<file path="config.mk">
export PLATFORM = sky130hd
export DESIGN_NAME = stramp_cube_mul
export DESIGN_NICKNAME = d
export VERILOG_FILES = /design/src/hdl/stramp_pkg.sv /design/src/hdl/stramp_cube_mul.sv
export SDC_FILE = /design/constraint.sdc
export NUM_CORES = 2
export LEC_CHECK = 0
export ABC_AREA = 1
export CORE_ASPECT_RATIO = 0.7
export CORE_MARGIN = 2
export CORE_UTILIZATION = 65
export DETAILED_ROUTE_END_ITERATION = 12
export DONT_BUFFER_PORTS = 1
export PLACE_DENSITY_LB_ADDON = 0.15
export SLEW_MARGIN = 40
export SYNTH_ARGS = -nofsm -noshare
export SYNTH_HDL_FRONTEND = slang
export SYNTH_SLANG_ARGS = --single-unit
</file>
<file path="constraint.sdc">
create_clock -name clock -period 11.85 [get_ports clock]
set_input_delay 1.185 -clock clock [delete_from_list [all_inputs] [get_ports clock]]
set_output_delay 1.185 -clock clock [all_outputs]
set_load 0.005 [all_outputs]
</file>
<file path="src/hdl/stramp_pkg.sv">
package stramp_pkg;

   // Fixed field widths
   localparam int PERIOD_BITS      = 36;
   localparam int COEF_BITS        = 40;
   localparam int DECEL_STEPS_BITS = 31;
   localparam int ELAPSED_BITS     = 21;
   localparam int STEP_PERIOD_BITS = 20;
   localparam int CSR_INDEX_BITS   = 2;
   localparam int CSR_DATA_BITS    = 40;

   // Fixed-point formats
   localparam int PERIOD_FRAC_BITS = 16;
   localparam int ACCEL_FRAC_BITS  = 48;
   localparam int RAMP_SHIFT       = ACCEL_FRAC_BITS + 2 * PERIOD_FRAC_BITS;
   localparam int PERIOD_INT_BITS  = PERIOD_BITS - PERIOD_FRAC_BITS;
   localparam int TICK_CMP_BITS    =
      (ELAPSED_BITS > PERIOD_INT_BITS) ? ELAPSED_BITS : PERIOD_INT_BITS;
   localparam int OUT_CMP_BITS     =
      (STEP_PERIOD_BITS > PERIOD_INT_BITS) ? STEP_PERIOD_BITS : PERIOD_INT_BITS;
   localparam logic [STEP_PERIOD_BITS-1:0] STEP_PERIOD_MAX = '1;

   // Limb arithmetic of the shared multiplier
   localparam int LIMB_BITS = 32;
   localparam int PROD_BITS = 2 * LIMB_BITS;
   localparam int X_LIMBS   = 4;
   localparam int RES_LIMBS = 6;
   localparam int RES_BITS  = RES_LIMBS * LIMB_BITS;

   // Register reset values
   localparam logic [PERIOD_BITS-1:0]      START_PERIOD_RESET  = 36'd3276800000;
   localparam logic [PERIOD_BITS-1:0]      CRUISE_PERIOD_RESET = 36'd327680000;
   localparam logic [DECEL_STEPS_BITS-1:0] DECEL_STEPS_RESET   = 31'd100;
   localparam logic [COEF_BITS-1:0]        ACCEL_COEF_RESET    = 40'd56295;

   // Register indexes
   localparam logic [CSR_INDEX_BITS-1:0] CSR_START_PERIOD  = 2'd0;
   localparam logic [CSR_INDEX_BITS-1:0] CSR_CRUISE_PERIOD = 2'd1;
   localparam logic [CSR_INDEX_BITS-1:0] CSR_DECEL_STEPS   = 2'd2;
   localparam logic [CSR_INDEX_BITS-1:0] CSR_ACCEL_COEF    = 2'd3;

   typedef enum logic [1:0] {
      FUNC_TICK,
      FUNC_MOVE,
      FUNC_STOP,
      FUNC_SET
   } func_type;

   typedef struct packed {
      func_type           func;
      logic signed [31:0] position_value;
   } req_type;

   typedef struct packed {
      logic                        step_pulse;
      logic                        dir_negative;
      logic signed [31:0]          position_now;
      logic                        done_res;
      logic [STEP_PERIOD_BITS-1:0] step_period_now;
   } rsp_type;

   typedef struct packed {
      logic                   start;
      logic [PERIOD_BITS-1:0] period;
      logic [COEF_BITS-1:0]   coef;
   } cube_req_type;

   typedef struct packed {
      logic                   done;
      logic [PERIOD_BITS-1:0] delta;
   } cube_rsp_type;

   typedef enum logic [1:0] {
      ST_IDLE,
      ST_DECIDE,
      ST_MUL_WAIT,
      ST_COMMIT
   } ctrl_state_type;

   typedef enum logic [1:0] {
      MS_IDLE,
      MS_RUN,
      MS_DRAIN,
      MS_NEXT
   } mul_state_type;

endpackage

</file>
<file path="src/hdl/stramp_cube_mul.sv">
module stramp_cube_mul
   import stramp_pkg::*;
(
   input  logic         clock,
   input  logic         reset,
   input  cube_req_type cube_req,
   output cube_rsp_type cube_rsp
);

   // Pass 0: p*p, pass 1: p^2*p, pass 2: p^3*coef
   localparam logic [1:0] LAST_PHASE   = 2'd2;
   localparam logic [1:0] COEF_PHASE   = 2'd2;
   localparam logic [2:0] BASE_X_LIMBS = 3'd2;

   mul_state_type           state_ff, state_in;
   logic [1:0]              phase_ff, phase_in;
   logic [2:0]              col_ff, col_in;
   logic                    sub_ff, sub_in;
   logic [PERIOD_BITS-1:0]  p_ff, p_in;
   logic [COEF_BITS-1:0]    a_ff, a_in;
   logic [LIMB_BITS-1:0]    x_ff [X_LIMBS];
   logic [LIMB_BITS-1:0]    x_in [X_LIMBS];
   logic [LIMB_BITS-1:0]    res_ff [RES_LIMBS];
   logic [LIMB_BITS-1:0]    res_in [RES_LIMBS];
   logic [PROD_BITS-1:0]    prod_ff, prod_in;
   logic                    prod_vld_ff, prod_vld_in;
   logic [2:0]              prod_col_ff, prod_col_in;
   logic                    prod_end_ff, prod_end_in;
   logic [PROD_BITS+1:0]    col_acc_ff, col_acc_in;
   logic [PERIOD_BITS-1:0]  delta_ff, delta_in;
   logic                    done_ff, done_in;

   logic [2:0]              x_count;
   logic [2:0]              row;
   logic                    slot_ok;
   logic                    last_slot;
   logic [LIMB_BITS-1:0]    x_limb;
   logic [COEF_BITS-1:0]    y_word;
   logic [LIMB_BITS-1:0]    y_limb;
   logic [PROD_BITS+1:0]    col_sum;
   logic [2:0]              next_col;
   logic [RES_BITS-1:0]     res_flat;
   logic                    overflow;
   logic [PERIOD_BITS-1:0]  delta_sat;

   // Pick the limb pair for the current slot (column scan, two rows per column)
   assign x_count   = 3'(phase_ff) + BASE_X_LIMBS;
   assign row       = col_ff - 3'(sub_ff);
   assign slot_ok   = sub_ff ? ((col_ff != 3'd0) && (col_ff <= x_count))
                             : (col_ff < x_count);
   assign last_slot = sub_ff && (col_ff == x_count);
   assign x_limb    = slot_ok ? x_ff[row[1:0]] : '0;
   assign y_word    = (phase_ff == COEF_PHASE) ? a_ff : COEF_BITS'(p_ff);
   assign y_limb    = sub_ff ? LIMB_BITS'(y_word[COEF_BITS-1:LIMB_BITS])
                             : y_word[LIMB_BITS-1:0];

   // Column accumulate of the registered product
   assign col_sum  = col_acc_ff + (PROD_BITS + 2)'(prod_ff);
   assign next_col = prod_col_ff + 3'd1;

   // Scale and saturate the final product
   always_comb begin
      for (int n = 0; n < RES_LIMBS; n++) begin
         res_flat[n*LIMB_BITS +: LIMB_BITS] = res_ff[n];
      end
   end
   assign overflow  = |(res_flat >> (RAMP_SHIFT + PERIOD_BITS));
   assign delta_sat = overflow ? '1 : res_flat[RAMP_SHIFT +: PERIOD_BITS];

   assign cube_rsp.done  = done_ff;
   assign cube_rsp.delta = delta_ff;

   // Sequencer and datapath next values
   always_comb begin
      state_in    = state_ff;
      phase_in    = phase_ff;
      col_in      = col_ff;
      sub_in      = sub_ff;
      p_in        = p_ff;
      a_in        = a_ff;
      x_in        = x_ff;
      res_in      = res_ff;
      prod_in     = prod_ff;
      prod_vld_in = 1'b0;
      prod_col_in = prod_col_ff;
      prod_end_in = prod_end_ff;
      col_acc_in  = col_acc_ff;
      delta_in    = delta_ff;
      done_in     = 1'b0;

      // fold in last cycle's product
      if (prod_vld_ff) begin
         if (prod_end_ff) begin
            res_in[prod_col_ff] = col_sum[LIMB_BITS-1:0];
            res_in[next_col]    = col_sum[PROD_BITS-1:LIMB_BITS];
            col_acc_in          = col_sum >> LIMB_BITS;
         end else begin
            col_acc_in = col_sum;
         end
      end

      unique case (state_ff)
         MS_IDLE: begin
            if (cube_req.start) begin
               p_in       = cube_req.period;
               a_in       = cube_req.coef;
               x_in[0]    = cube_req.period[LIMB_BITS-1:0];
               x_in[1]    = LIMB_BITS'(cube_req.period[PERIOD_BITS-1:LIMB_BITS]);
               x_in[2]    = '0;
               x_in[3]    = '0;
               phase_in   = '0;
               col_in     = '0;
               sub_in     = 1'b0;
               col_acc_in = '0;
               state_in   = MS_RUN;
            end
         end
         MS_RUN: begin
            prod_in     = PROD_BITS'(x_limb) * PROD_BITS'(y_limb);
            prod_vld_in = 1'b1;
            prod_col_in = col_ff;
            prod_end_in = sub_ff;
            if (sub_ff) begin
               sub_in = 1'b0;
               col_in = col_ff + 3'd1;
            end else begin
               sub_in = 1'b1;
            end
            if (last_slot) begin
               state_in = MS_DRAIN;
            end
         end
         MS_DRAIN: begin
            state_in = MS_NEXT;
         end
         MS_NEXT: begin
            col_acc_in = '0;
            if (phase_ff == LAST_PHASE) begin
               delta_in = delta_sat;
               done_in  = 1'b1;
               state_in = MS_IDLE;
            end else begin
               for (int n = 0; n < X_LIMBS; n++) begin
                  x_in[n] = res_ff[n];
               end
               phase_in = phase_ff + 2'd1;
               col_in   = '0;
               sub_in   = 1'b0;
               state_in = MS_RUN;
            end
         end
         default: begin
            state_in = MS_IDLE;
         end
      endcase
   end

   // Control registers
   always_ff @(posedge clock) begin
      if (reset) begin
         state_ff    <= MS_IDLE;
         prod_vld_ff <= 1'b0;
         done_ff     <= 1'b0;
      end else begin
         state_ff    <= state_in;
         prod_vld_ff <= prod_vld_in;
         done_ff     <= done_in;
      end
   end

   // Datapath registers
   always_ff @(posedge clock) begin
      phase_ff    <= phase_in;
      col_ff      <= col_in;
      sub_ff      <= sub_in;
      p_ff        <= p_in;
      a_ff        <= a_in;
      x_ff        <= x_in;
      res_ff      <= res_in;
      prod_ff     <= prod_in;
      prod_col_ff <= prod_col_in;
      prod_end_ff <= prod_end_in;
      col_acc_ff  <= col_acc_in;
      delta_ff    <= delta_in;
   end

endmodule

</file>
After elaboration in Yosys (flattened, before gate mapping). Index checks and enable logic that the tools add are counted.

Register bits after elaboration: 576.

Order comparisons: 7. Add/subtract/negate cells: 6. Mux-type cells: 37. Equal/unequal tests: 9. Bitwise logic cells: 4. Reductions and logical operators: 17. Multipliers: 1.

Operators with widths (number): $bwmux W192 (2); $mux W128 (2); $pmux W128 S2 (1); $mux W66 (3); $demux W32 S3 (2); $mux W32 (6); $pmux W66 S2 (1); $reduce_or A76 Y1 (1); $add A66 B64 Y66 (1); $bmux W32 S2 (1); $mul A32 B32 Y64 (1); $mux W40 (1); $mux W3 (3); $pmux W3 S3 (1); $ge A4 B4 Y1 const B (2); $lt A4 B1 Y1 const B (2); $mux W2 (4); $ne A2 B2 Y1 const B (4); $not A3 Y4 (2); $pmux W2 S4 (1); $reduce_and A2 Y1 (4); $mux W1 (7); $add A3 B1 Y3 const B (2); $eq A2 B2 Y1 const B (3); 19 further kinds (24).

Logic depth before layout (Yosys ltp).
Depth after elaboration: 7. Depth in mapped cells: 41. Depth with buffers taken out: 39.

Worst setup path before layout. Ideal clock, no wire load.

Path kind: reg2reg. Start point: register col_ff[0]. End point: register prod_ff[54], data pin. Path buffers: 3. Setup slack: 4.181 ns. Clock period less this slack: 7.669 ns. Arrival: 7.412 ns. Cell stages (with the launch flop): 37. Data required time: 11.594 ns. Cells stage by stage: edfxtp_1 -> inv_1 -> ha_1 -> buf_4 -> buf_2 -> mux2_2 -> nand2_1 -> o21ai_1 -> nand2_1 -> buf_2 -> nor2_1 -> fa_1 -> fa_1 -> fa_1 -> inv_1 -> fa_1 -> inv_1 -> fa_1 -> inv_1 -> fa_1 -> inv_1 -> fa_1 -> inv_1 -> fa_1 -> inv_1 -> ha_1 -> nand2_1 -> nor2_1 -> inv_1 -> nor3_1 -> nand3_1 -> nand3_1 -> nand2_1 -> inv_1 -> nor2_1 -> nand2_1 -> nand2_1.

Longest elaborated chain between the ends: 7. Elaborated cells on any way between the ends: 12.

RTL lines: from (decl) (RTL line stramp_cube_mul.sv:17) `logic [2:0] col_ff, col_in;`; from (signal assigned) (RTL line stramp_cube_mul.sv:174) `col_ff <= col_in;`; $sub A2 B1 Y2 (RTL line stramp_cube_mul.sv:48) `assign row = col_ff - 3'(sub_ff);`; $not A2 Y3 (not written as such) (RTL line stramp_cube_mul.sv:52) `assign x_limb = slot_ok ? x_ff[row[1:0]] : '0;`; $bmux W32 S2 (RTL line stramp_cube_mul.sv:52); $mux W32 (not written as such) (2 in a row) (RTL line stramp_cube_mul.sv:52); $mux W32 (*) (RTL line stramp_cube_mul.sv:52); $mul A32 B32 Y64 (*) (RTL line stramp_cube_mul.sv:119) `prod_in = PROD_BITS'(x_limb) * PROD_BITS'(y_limb);`; to (signal assigned) (RTL line stramp_cube_mul.sv:180) `prod_ff <= prod_in;`; to (decl) (RTL line stramp_cube_mul.sv:25) `logic [PROD_BITS-1:0] prod_ff, prod_in;`.

Mark *: on every way between the ends. The rest lies on a longest branch, timed or not. The select of a mux whose other input is x is not followed. A chain may end at the register's enable or synchronous reset.

Worst setup path after layout. Ends and elaborated chain as after synthesis.

==> results by group <==
Detailed routing
  – Via density: between 6 and 7
  – DRT Pass-1 Iters: 8
  – Initial DRC Count: 8224
  – Routed wire per std cell: 26.9 um
  – WL final: 229000 um
  – Vias post-DR: 52.3k
  – DRC: 0
  – DRT antenna net count: 0

Worst hold path
  – Hold path startpoint: col_acc_ff[62]
  – Hold Path Depth: 2
  – Hold WC Path Type: flip-flop to flip-flop
  – Hold EP: col_acc_ff[62]

Final layout
  – Share of post-route cells with drive strength above 1: 0.0644
  – Synth-to-layout area growth: 5.14%
  – Most common cell after layout, fill and taps aside: nand2_1
  – Final nets: 8522
  – Most frequent cells in the layout: nand2_1, inv_1, nor2_1, fa_1, edfxtp_1

Global routing
  – Grt ovf: 0
  – Largest net degree at the start of global routing: 85
  – GRT Util Overall: 0.467
  – Initial antenna violation count: 17
  – Vias in the first global route: 50.6k
  – First-pass GRT wire length: 334000 um

CTS
  – Worst-path clk slew: ~0.070 ns
  – Postcts setup bufs: 0
  – CTS tree: built
  – Worst-skew pair later-pin latency: ~0.64 ns
  – Htree depth: 2
  – TritonCTS buffer count: between 50 and 60
  – Post-cts hold buffer count: 0
  – Clk sinks: 576
  – Root buffer cell: clkbuf_16
  – Post-CTS Resized: 0
  – CTS Buffer Depth: 3

Yosys
  – Register area share after synthesis: 0.265
  – Syn nets: 8616
  – Distinct cell type count of the synthesized netlist: 61
  – Post-Synthesis Cells: approximately 7.3k
  – Warnings from Yosys: 0
  – Mapped Avg Cell Area: around 8.6 um^2
  – Area of the mapped netlist: 62600 um^2
  – Yosys reg bits: between 500 and 600

Timing
  – Slew Viols, Final: 0
  – Final worst-path cycle share: 0.856
  – Crit path time final: just over 10 ns
  – Max_slew headroom: 0.352
  – Final Hold Slack: 0.470 ns
  – Setup_tns: 0 ns
  – Final setup viols: 0
  – Max Fclk: 98.6 MHz
  – Worst slew pin tran: 0.968 ns
  – Unrepaired setup endpoints after global routing: no
  – Final hold vios: 0
  – Clk_skew: 0.0361 ns

Place
  – GPL Wtd Cong: between 1 and 1.5
  – DP HPWL: around 180000 um
  – Number of port buffers: 0

Floorplan
  – Full die area: 98900 um^2
  – Top Ports: around 120
  – Die width: between 300 and 400 um
  – Rows: 95
  – Chip Height: 264 um
  – Core footprint: 95700 um^2
  – Initial Util: 0.654

Setup path
  – Setup crit start: col_ff[0]
  – Crit path DAT: 10.51 ns
  – Setup crit end kind: flip-flop
  – CP Data Required Time: approximately 12 ns
  – Most used cell, CP: fa_1
  – Worst setup SP type: flip-flop
  – Reg-to-reg setup timing slack: 1.71 ns
  – Reg2reg end: prod_ff[54]
  – Worst path max stage delay: 0.71 ns
  – CP max stage cell: ha_4
  – R2R depth: 33
  – Crit-path max FO: 36
  – FF-to-FF Start: col_ff[0]
  – Kind of critical path: flip-flop to flip-flop

Run
  – MaxCap Viol Count: 0

Status
  – Status: completed
synth_stat cells (all sizes together):
master,number,share of area
a31oi,12,0.0012
nand4,18,0.0018
mux2i,32,0.0051
mux2,32,0.0058
or2,30,0.0030
o221ai,6,0.00084
nor4,27,0.0030
o211ai,3,0.00036
nor3,49,0.0058
buf,165,0.014
xnor2,22,0.0034
edfxtp,506,0.24
a211oi,3,0.00036
and2,2,0.00020
o21bai,24,0.0029
inv,1474,0.088
nand2,1738,0.11
nor4b,1,0.00038
ha,339,0.068
a221oi,1,0.00014
o21ai,201,0.016
a21oi,200,0.016
clkinv,13,0.00078
nand3b,4,0.00054
dfxtp,70,0.022
a32oi,8,0.0020
o22ai,54,0.0054
xor2,63,0.0095
and3,2,0.00020
o21a,6,0.00072
clkbuf,89,0.0054
nand3,200,0.017
fa,897,0.29
o221a,1,0.00018
nor2,986,0.060
a21o,18,0.0022
a21boi,5,0.00060
cell type report:
cell class	count	area, um^2
diodes	10	25.0
clock buffers	65	1380
clock inverters	27	236
fillers	7660	29900
inverters	1487	5580
multi-input cells	4984	39600
flip-flops and latches	576	16600
well taps	1261	1580
repair buffers	107	881
routing by layer:
metal  GRT usage  share of wire
met1       0.664           0.38
met3       0.254           0.20
met2       0.596           0.38
met4       0.160          0.045
met5      0.0474         0.0042
state kept, by name, indices dropped and copies added (netlist names):
name         flops
res_ff         192
p_ff            36
x_ff           128
prod_end_ff      1
a_ff            40
sub_ff           1
phase_ff         2
delta_ff        36
done_ff          1
prod_vld_ff      1
col_ff           3
state_ff         2
prod_ff         64
prod_col_ff      3
col_acc_ff      66
how the worst max path moves through the flow:
stage / end / slack [ns] / cells past startpoint
after floorplan: prod_ff[54] / 4.18 / 36
after global placement: prod_ff[54] / 2.25 / 33
after detailed placement: prod_ff[54] / 2.11 / 33
after CTS: prod_ff[54] / 2.08 / 33
after global routing: prod_ff[54] / 1.53 / 33
final: prod_ff[54] / 1.71 / 33
critical path: cells and delay by family, from the launching register on:
family / cells / cell delay, ns
DFF: 1 / 0.40
and+or+nand+nor: 13 / 1.86
AOI/OAI and AO/OA: 1 / 0.12
adders and majority gates: 10 / 5.40
muxes: 1 / 0.36
buffers and inverters: 8 / 1.66
kinds of logic after synthesis:
| kind of cell | after synthesis | share of synthesized area |
|---|---|---|
| muxes | 64 | 0.0109 |
| AOI/OAI and AO/OA | 542 | 0.0494 |
| xor gates and xnor gates | 85 | 0.0129 |
| DFF | 576 | 0.265 |
| buffers and inverters | 1741 | 0.109 |
| and+or+nand+nor | 3057 | 0.199 |
| adders and majority gates | 1236 | 0.355 |
stage by stage:
step	util	worst slack [ns]	std cells	cell area, um^2
after floorplan	-	4.18	7301	62600
after global placement	0.668	2.25	8408	63900
after detailed placement	0.670	2.11	8415	64100
after CTS	0.687	2.08	8507	65800
after global routing	0.688	1.53	8509	65800
final	0.688	1.71	8517	65800
Power is not shown: default switching activity piles up to over one toggle a cycle in this logic, so the estimate is an artifact.
